## config.mk

```make
export PLATFORM = sky130hd
export DESIGN_NAME = spq_cell
export DESIGN_NICKNAME = d
export VERILOG_FILES = /design/src/rtl/core/spq_pkg.sv /design/src/rtl/core/spq_cell.sv
export VERILOG_INCLUDE_DIRS = /design/src /design/src/rtl/core
export SDC_FILE = /design/constraint.sdc
export NUM_CORES = 1
export LEC_CHECK = 0
export BUFFER_PORTS_ARGS = -buffer_cell sky130_fd_sc_hd__buf_2
export CORE_UTILIZATION = 43
export DETAILED_ROUTE_END_ITERATION = 12
export GPL_ROUTABILITY_DRIVEN = 0
export GPL_TIMING_DRIVEN = 0
export PLACE_DENSITY_LB_ADDON = 0.25
export SLEW_MARGIN = 25
export SYNTH_ARGS = -nofsm -noshare
export SYNTH_HDL_FRONTEND = slang
export SYNTH_SLANG_ARGS = --single-unit
```

## constraint.sdc

```tcl
create_clock -name clk -period 6.3 [get_ports clk]
set_input_delay 0.315 -clock clk [delete_from_list [all_inputs] [get_ports clk]]
set_output_delay 0.315 -clock clk [all_outputs]
set_load 0.02 [all_outputs]
```

## src/rtl/core/sorted_priority_queue_defines.svh

```systemverilog
// Assertion macros for the sorted priority queue.
// Included by the modules that carry assertions; expects clk and rst in scope.
`ifndef SORTED_PRIORITY_QUEUE_DEFINES_SVH
`define SORTED_PRIORITY_QUEUE_DEFINES_SVH

`ifndef NO_ASSERTIONS
// Checked property, gated off while reset is held.
`define SPQ_ASSERT(lbl, prop, msg) \
  lbl: assert property (@(posedge clk) disable iff (rst) prop) else $error(msg);
// Checked property that also holds through reset.
`define SPQ_ASSERT_ALWAYS(lbl, prop, msg) \
  lbl: assert property (@(posedge clk) prop) else $error(msg);
`else
`define SPQ_ASSERT(lbl, prop, msg)
`define SPQ_ASSERT_ALWAYS(lbl, prop, msg)
`endif

`endif

```

## src/rtl/core/spq_pkg.sv

```systemverilog
// Shared types and constants for the sorted priority queue.
// No dependencies; used by the interfaces, the cell and the top level.
package spq_pkg;

  localparam int PRIO_W = 5;
  localparam int ID_W   = 32;
  localparam int OCC_W  = 8;

  // Request opcodes.
  typedef enum logic {
    OP_INSERT = 1'b0,
    OP_REMOVE = 1'b1
  } op_t;

  // Result status codes.
  typedef enum logic [1:0] {
    STATUS_OK    = 2'd0,
    STATUS_FULL  = 2'd1,
    STATUS_EMPTY = 2'd2
  } status_t;

  // One stored entry.
  typedef struct packed {
    logic [PRIO_W-1:0] prio;
    logic [ID_W-1:0]   id;
  } entry_t;

  // Command broadcast to every cell of the chain.
  typedef struct packed {
    logic   ins;
    logic   rem;
    entry_t data;
  } cmd_t;

endpackage

```

## src/rtl/core/spq_cell.sv

```systemverilog
// One cell of the sorted chain: holds one entry and trades it with its neighbors.
// Depends on spq_pkg and sorted_priority_queue_defines.svh.
`include "sorted_priority_queue_defines.svh"

module spq_cell import spq_pkg::*; (
  input  logic   clk,
  input  logic   rst,
  input  cmd_t   cmd,
  input  entry_t up_entry,
  input  logic   up_valid,
  input  logic   up_shift,
  input  entry_t dn_entry,
  input  logic   dn_valid,
  output entry_t entry,
  output logic   valid,
  output logic   shift
);

  // The chain is sorted with the highest priority in cell 0. On insert, this
  // cell and everything below it moves down when it is empty or its priority
  // is equal or lower than the new one.
  assign shift = !valid || (entry.prio <= cmd.data.prio);

  // Occupancy flag.
  always_ff @(posedge clk) begin
    if (rst) begin
      valid <= 1'b0;
    end else if (cmd.ins) begin
      valid <= valid | up_valid;
    end else if (cmd.rem) begin
      valid <= dn_valid;
    end
  end

  // Entry data: take the upper neighbor, the new entry, or the lower neighbor.
  always_ff @(posedge clk) begin
    if (cmd.ins) begin
      if (up_shift) begin
        entry <= up_entry;
      end else if (shift) begin
        entry <= cmd.data;
      end
    end else if (cmd.rem) begin
      entry <= dn_entry;
    end
  end

  // Filled cells form an unbroken run from the top, in descending priority.
  `SPQ_ASSERT(a_fill_contiguous, valid |-> up_valid, "cell filled below a gap")
  `SPQ_ASSERT(a_sorted, (valid && up_valid) |-> (up_entry.prio >= entry.prio),
              "chain out of priority order")
  `SPQ_ASSERT(a_prio_nonzero, valid |-> (entry.prio != '0), "stored priority is zero")

endmodule

```

After elaboration in Yosys (flattened, before gate mapping)
Cells that the tools add are included.

$lt $le $gt $ge: 1. Equality and inequality tests: 1. Muxes and demuxes: 6. Bitwise operators: 1. Reductions and logical operators: 4.

Operator list (count): two-way mux 37 bit (4); less-or-equal comparator 5 bit (1); inequality test 3 x 1 -> 1 bit, second input constant (1); two-way mux 1 bit (2); AND reduction 2 bit (1); nonzero test 2 bit (1); logical NOT 1 bit (1); logical OR 1 bit (1); OR 1 bit (1).

Flip-flop bits (word level): 38. Input bits: 118. Output and inout port bits: 39.

Longest topological paths before layout
Gate-level depths: netlist (run 1).

Depth in word-level cells: 5. Mapped depth: 6. Depth with buffers taken out: 6.

Least setup slack after synthesis (run 1)
No wires, ideal clock.

Path kind: register to register. Start: reg entry[36] (netlist name). End: reg entry[0] (netlist name) (enable). Setup time: 397 ps. Arrival time: 2303 ps. Slack: 3600 ps. Cell stages (with the launch flop): 6. Cells stage by stage: edfxtp_1 -> ha_1 -> a21oi_1 -> o21ai_1 -> o221ai_2 -> o22a_1.

Longest elaborated chain between the ends: 4.

Ends and longest elaborated chain: start, declared (RTL line spq_cell.sv:14) `output entry_t entry,`; start signal, assigned (RTL line spq_cell.sv:39) `entry <= up_entry;`; start signal, assigned (RTL line spq_cell.sv:41) `entry <= cmd.data;`; start signal, assigned (RTL line spq_cell.sv:44) `entry <= dn_entry;`; less-or-equal comparator 5 bit (RTL line spq_cell.sv:22) `assign shift = !valid || (entry.prio <= cmd.data.prio);`; logical OR 1 bit (RTL line spq_cell.sv:22); via shift (RTL line spq_cell.sv:16) `output logic shift`; inequality test 3 x 1 -> 1 bit (no line); AND reduction 2 bit (no line).

The timed path passes the listed nets, and every way through them passes these cells. A chain may end at the register's enable or synchronous reset.

Worst setup path in the final report (run 1)
Start: reg entry[36] (netlist name). End: reg entry[11] (netlist name) (enable).

Longest elaborated chain between the ends: 4.

Ends and longest elaborated chain (RTL line): less-or-equal comparator 5 bit (spq_cell.sv:22); logical OR 1 bit (spq_cell.sv:22); inequality test 3 x 1 -> 1 bit (no line); AND reduction 2 bit (no line).

Every way passes these cells.

==> summary.md, run 1 <==
| Metric | Value |
|---|---|
| Status | finished clean |
| Setup CP Type | reg -> reg |
| Max Cap Viol | 0 |
| CTS H-tree lvls | 2 |
| Overflow after GRT | 0 |
| WP data arrival | 2.20 ns |
| Final setup viols | 0 |
| Clock slew seen by the registers of the worst setup and hold paths | 0.08 ns |
| RR Startpoint | entry[36] |
| Number of antenna-violating nets in the routed design | 0 |
| CP Launch Type | register |
| Static leakage | 1.554 nW |
| Post-detail-place hpwl | 4.195 mm |
| Number of top-level design ports | 157 |
| Seq/Total Area, Yosys | 53.84% |
| Maximum vdd drop | 0.1700 mV |
| First-pass GRT wire length | 8.224 mm |
| CTS Buf Count | 5 |
| DRC | 0 |
| RSZ-0062 raised after global routing | no |
| Max Clk Rate | 0.4539 GHz |
| Worst Hold End | valid |
| Dpl cells | 408 |
| Critical-path cell list | ha_1 -> a21oi_1 -> o21ai_1 -> o221ai_2 -> o22a_2 -> buf_16 |
| CP required | 6.30 ns |
| Reg area | 1131 sq um |
| Relative slew slack | 65.75% |
| Post_cts resized | 0 |
| Yosys reg bits | 38 |
| Post-synthesis cell area | 2101 sq um |
| Starting Density | 44.48% |
| CP max stage delay | 0.53 ns |
| Clock latency on the worst-skew pair | 0.29 ns |
| CP max FO | 19 |
| Synth cell types | 21 |
| Setup crit end kind | register |
| CP top delay family | compound AO/OA/AOI/OAI gates |
| Syn avg cell area | 11.29 sq um |
| Register-to-register path setup slack | 4.10 ns |
| Layout area overhead | 48.60% |
| Root buf cell | clkbuf_8 |
| Hold Buf Count CTS | 0 |
| YS warnings | 0 |
| Total GRT Usage | 20.78% |
| Clock Path Buffers | 2 |
| Post-Layout Cell Count | 416 |
| Clock Skew | 0.006790 ns |
| Worst r2r dst | entry[11] |
| WHS | 0.1942 ns |
| Hold path start | rst |
| Vias/cell | 4.752 |
| Syn Nets | 309 |
| Inserted Diodes | 0 |
| Setup_tns | 0 ns |
| Reg2Reg Depth | 6 |
| Routed WL per cell | 12.76 microns |
| Die height | 71.90 microns |
| Worst Hold Class | in -> reg |
| Die footprint | 5169 sq um |
| Min Tclk post-route | 2.203 ns |
| Vias after detailed routing | 1977 |
| Worst Hold Depth | 2 |
| Rows | 25 |
| Slew of the pin with the lowest slew margin | 0.5137 ns |
| First-pass DRT Iterations | 6 |
| Layout cell share with drive strength beyond 1 | 50.43% |
| Sink Count | 38 |
| Crit share post-route | 34.97% |
| PD cells | 234.1 nW/um^2 |
| Initial antenna violation count | 0 |
| Postcts setup bufs | 0 |
| WP buf/inv | 1 |
| Final layout net count | 471 |
| Core area | 4723 sq um |
| Die X | 71.90 microns |
| Largest net degree at the start of global routing | 20 |
| CTS tree | built |
| Filler cells | 381 |
| Total Wirelength | 5.307 mm |
| Critical Path Slowest Stage Cell | o22a_2 |
| Synth Instances | 186 |
| # port buffers | 154 |
| Multi-input gate area | 844.6 sq um |
| Number of global-route vias before repair | 1876 |
| Final hold viol count | 0 |
| Total design power | 0.7309 mW |
| Max-slew violation count | 0 |
| Commonest non-fill, non-tap cell in the layout | buf_2 |
| DRT iter0 DRCs | 81 |
| Most frequent cells in the layout | 160 x buf_2, 39 x nor2_1, 39 x a21oi_1 |
-- worst max-delay path by stage --
stage	from	endpoint	slack, ns	depth (start not counted)
after floorplan	entry[36]	entry[0]	3.60	5
after global placement	cmd[36]	entry[20]	3.43	7
after detailed placement	cmd[34]	entry[20]	4.05	8
after CTS	entry[36]	entry[19]	4.09	6
after global routing	entry[36]	entry[11]	3.95	6
final	entry[36]	entry[11]	4.10	6
-- layout make-up --
| cell class | instances | area share (%) |
|---|---|---|
| buffer | 13 | 3.327 |
| clock buffer | 5 | 2.204 |
| clock inverter | 3 | 2.204 |
| inverter | 6 | 0.7214 |
| multi-input combinational | 129 | 27.05 |
| sequential | 38 | 36.23 |
| tap | 67 | 2.685 |
| timing repair buffer | 155 | 25.57 |
-- Yosys cell counts, drive strengths merged --
cell    count  area share [%]
a21oi      39             9.3
buf        11             4.6
clkbuf      2            0.36
dfxtp       1            0.95
edfxtp     37              53
ha          5             3.0
inv         6             1.1
mux2        1            0.54
mux2i      37              18
nand2       1            0.18
nand2b      1            0.30
nand4       1            0.30
nor2       39             7.0
nor3        1            0.24
nor3b       1            0.36
o21ai       1            0.24
o221ai      1            0.71
o22a        1            0.42
-- through the flow --
| stage | worst slack [ns] | cell area [sq um] | util (%) |
|---|---|---|---|
| after floorplan | 3.600 | 2101 | - |
| after global placement | 3.428 | 2955 | 62.57 |
| after detailed placement | 4.052 | 2984 | 63.18 |
| after CTS | 4.092 | 3122 | 66.09 |
| after global routing | 3.947 | 3122 | 66.09 |
| final | 4.097 | 3122 | 66.09 |
-- sequential cells by signal, indices dropped and copies added (netlist names) --
| register | count |
|---|---|
| entry | 37 |
| valid | 1 |
-- worst register-to-register path: stages (launching register included) --
cell,delay [ns]
edfxtp_1,0.40
ha_1,0.32
a21oi_1,0.16
o21ai_1,0.09
o221ai_2,0.18
o22a_2,0.53
buf_16,0.23
-- logic make-up (layout without fill, tap and decap cells) --
| family | Yosys count | in the layout | synth area share [%] |
|---|---|---|---|
| DFF | 38 | 38 | 53.84 |
| muxes | 38 | 38 | 18.17 |
| and+or+nand+nor | 44 | 44 | 8.338 |
| buffers and inverters | 19 | 182 | 6.015 |
| AOI/OAI and AO/OA | 42 | 42 | 10.66 |
| adders and majority gates | 5 | 5 | 2.978 |
-- power breakdown --
group / internal [mW] / switching, mW
Clock: 0.159 / 0.0917
Combinational: 0.0740 / 0.0920
Sequential: 0.308 / 0.00692
-- per-layer routing --
layer / GRT usage, % / vias up / wire length [microns]
met2: 37.95 / 111 / 2710
met5: 0 / - / 0
met4: 5.229 / 0 / 34
met3: 6.389 / 4 / 442
li1: - / 997 / -
met1: 23.70 / 865 / 2119
No activity file was read; power rests on OpenSTA's default activity.
==> run 2, diff against run 1 <==
Settings changed: CORE_UTILIZATION 43 to 40.
Clock period 6.3 ns to 2.2 ns, I/O delays scaled along.
==> run 2 against run 1 <==
- cell count increased by 0.96%
- register-to-register slack got worse by 3.8 ns
- non-clock buffer count unchanged
- global-route usage decreased by 1.7 points
- clock-buffer cell count increased by 1
- power increased to 2.5 times the previous value
- utilization decreased by 5.5 points
==> summary.md, run 2 (synthesis results as in run 1) <==
| Metric | Value |
|---|---|
| Total design power | 1.831 mW (was 0.7309 mW) |
| Sink Count | 38 (unchanged) |
| Post-Layout Cell Count | 420 (was 416) |
| Max Cap Viol | 0 (unchanged) |
| CTS H-tree lvls | 2 (unchanged) |
| Most frequent cells in the layout | 160 x buf_2, 39 x nor2_1, 39 x a21oi_1 (unchanged) |
| Clock latency on the worst-skew pair | 0.28 ns (was 0.29 ns) |
| Critical-path cell list | ha_1 -> a21oi_1 -> o21ai_1 -> o221ai_2 -> o22a_4 (was ha_1 -> a21oi_1 -> o21ai_1 -> o221ai_2 -> o22a_2 -> buf_16) |
| CP Launch Type | register (unchanged) |
| Worst r2r dst | entry[18] (was entry[11]) |
| # port buffers | 154 (unchanged) |
| Inserted Diodes | 0 (unchanged) |
| Rows | 26 (was 25) |
| Critical Path Slowest Stage Cell | edfxtp_1 (was o22a_2) |
| Commonest non-fill, non-tap cell in the layout | buf_2 (unchanged) |
| Slew of the pin with the lowest slew margin | 0.4580 ns (was 0.5137 ns) |
| WP data arrival | 1.87 ns (was 2.20 ns) |
| Worst Hold Depth | 3 (was 2) |
| Die height | 74.47 microns (was 71.90 microns) |
| Number of top-level design ports | 157 (unchanged) |
| Final layout net count | 472 (was 471) |
| Setup CP Type | reg -> reg (unchanged) |
| Final hold viol count | 0 (unchanged) |
| Crit path from | entry[36] (unchanged) |
| CTS Buf Count | 5 (unchanged) |
| Final WS setup | 0.2905 ns (was 4.097 ns) |
| CTS tree | built (unchanged) |
| Largest reg by FF count | entry (unchanged) |
| CP max stage delay | 0.40 ns (was 0.53 ns) |
| Routed WL per cell | 13.05 microns (was 12.76 microns) |
| Postcts setup bufs | 0 (unchanged) |
| Number of antenna-violating nets in the routed design | 0 (unchanged) |
| Layout area overhead | 46.46% (was 48.60%) |
| CP required | 2.16 ns (was 6.30 ns) |
| Layout cell share with drive strength beyond 1 | 49.71% (was 50.43%) |
| Worst Hold End | entry[28] (was valid) |
| Status | finished clean (unchanged) |
| RR Startpoint | entry[36] (unchanged) |
| Max Clk Rate | 0.5237 GHz (was 0.4539 GHz) |
| PD cells | 595.1 nW/um^2 (was 234.1 nW/um^2) |
| Clock Skew | 0.005666 ns (was 0.006790 ns) |
| Hold path start | dn_entry[28] (was rst) |
| First-pass GRT wire length | 7.838 mm (was 8.224 mm) |
| Reg2Reg Depth | 5 (was 6) |
| Total GRT Usage | 19.13% (was 20.78%) |
| Total Wirelength | 5.481 mm (was 5.307 mm) |
| Setup_tns | 0 ns (unchanged) |
| Util after Layout | 60.63% (was 66.09%) |
| Worst Hold Class | in -> reg (unchanged) |
| DRC | 0 (unchanged) |
| Max reg flops | 37 (unchanged) |
| Setup crit end kind | register (unchanged) |
| Maximum vdd drop | 0.2836 mV (was 0.1700 mV) |
| Starting Density | 41.40% (was 44.48%) |
| DRT iter0 DRCs | 44 (was 81) |
| RSZ-0062 raised after global routing | no (unchanged) |
| Initial antenna violation count | 0 (unchanged) |
| Area after DPL | 2968 sq um (was 2984 sq um) |
| Static leakage | 1.524 nW (was 1.554 nW) |
| Vias/cell | 4.750 (was 4.752) |
| Vias after detailed routing | 1995 (was 1977) |
| DP Worst Slack | 0.1525 ns (was 4.052 ns) |
| Post-detail-place hpwl | 4.208 mm (was 4.195 mm) |
| Largest net degree at the start of global routing | 38 (was 20) |
| Min Tclk post-route | 1.909 ns (was 2.203 ns) |
| Clock slew seen by the registers of the worst setup and hold paths | 0.07 ns (was 0.08 ns) |
| Die X | 74.47 microns (was 71.90 microns) |
| Design Area, Final | 3077 sq um (was 3122 sq um) |
| Core area | 5075 sq um (was 4723 sq um) |
| Largest regs | entry: 37 flops, valid: 1 flops (unchanged) |
| Crit share post-route | 86.79% (was 34.97%) |
| Relative slew slack | 69.47% (was 65.75%) |
| WHS | 0.1345 ns (was 0.1942 ns) |
| Dpl cells | 410 (was 408) |
| Clock Path Buffers | 2 (unchanged) |
| CP max FO | 19 (unchanged) |
| Root buf cell | clkbuf_8 (unchanged) |
| Die footprint | 5546 sq um (was 5169 sq um) |
| Max-slew violation count | 0 (unchanged) |
| First-pass DRT Iterations | 4 (was 6) |
| Filler cells | 459 (was 381) |
| Final setup viols | 0 (unchanged) |
| Number of global-route vias before repair | 1710 (was 1876) |
| Register-to-register path setup slack | 0.29 ns (was 4.10 ns) |
| Overflow after GRT | 0 (unchanged) |
-- run 2: cell types whose count changed in the layout (fill, tap and decap cells not counted) --
cell           delta
buf_16            -1
bufinv_16         -2
clkbuf_1          +1
clkinv_1          +1
clkinv_2          +1
clkinv_4          -1
dlygate4sd3_1     +1
o22a_2            -1
o22a_4            +2
-- run 2: layer usage --
layer	vias up	part of all wire, %	track usage (%)
met3	4	7.7	7.046
met4	0	0.80	5.660
met1	899	38	20.00
met2	91	54	35.54
li1	1001	-	-
met5	-	0	0
-- run 2: area by class of cell --
type | count | area (sq um) | area share, %
Buffer | 13 | 103.9 | 3.375
Sequential cell | 38 | 1131 | 36.76
Inverter | 6 | 22.52 | 0.7320
Clock buffer | 6 | 72.57 | 2.359
Clock inverter | 2 | 8.758 | 0.2847
Multi-Input combinational cell | 130 | 869.6 | 28.26
Tap cell | 70 | 87.58 | 2.847
Timing Repair Buffer | 155 | 780.7 | 25.38
-- run 2: timing repair --
action                     CTS  global route
hold buffers                 1             0
hold endpoints to repair     1             0
resized for setup            0             1
setup endpoints to repair    0            37
-- run 2: worst max-delay path by stage --
stage / end / cells after the start
after global routing: entry[18] / 5
after detailed placement: entry[11] / 5
after global placement: entry[12] / 5
final: entry[18] / 5
after CTS: entry[34] / 5
after floorplan: entry[0] / 5
-- run 2: power breakdown --
group	switching, mW	internal, mW
sequential	0.0183	0.881
combinational	0.269	0.211
clock	0.233	0.218
-- run 2: worst max-delay path: cells and delay by family (launching register included) --
kind	cells	cell delay [ns]
adders and majority gates	1	0.32
DFF	1	0.40
AOI/OAI and AO/OA	4	0.86
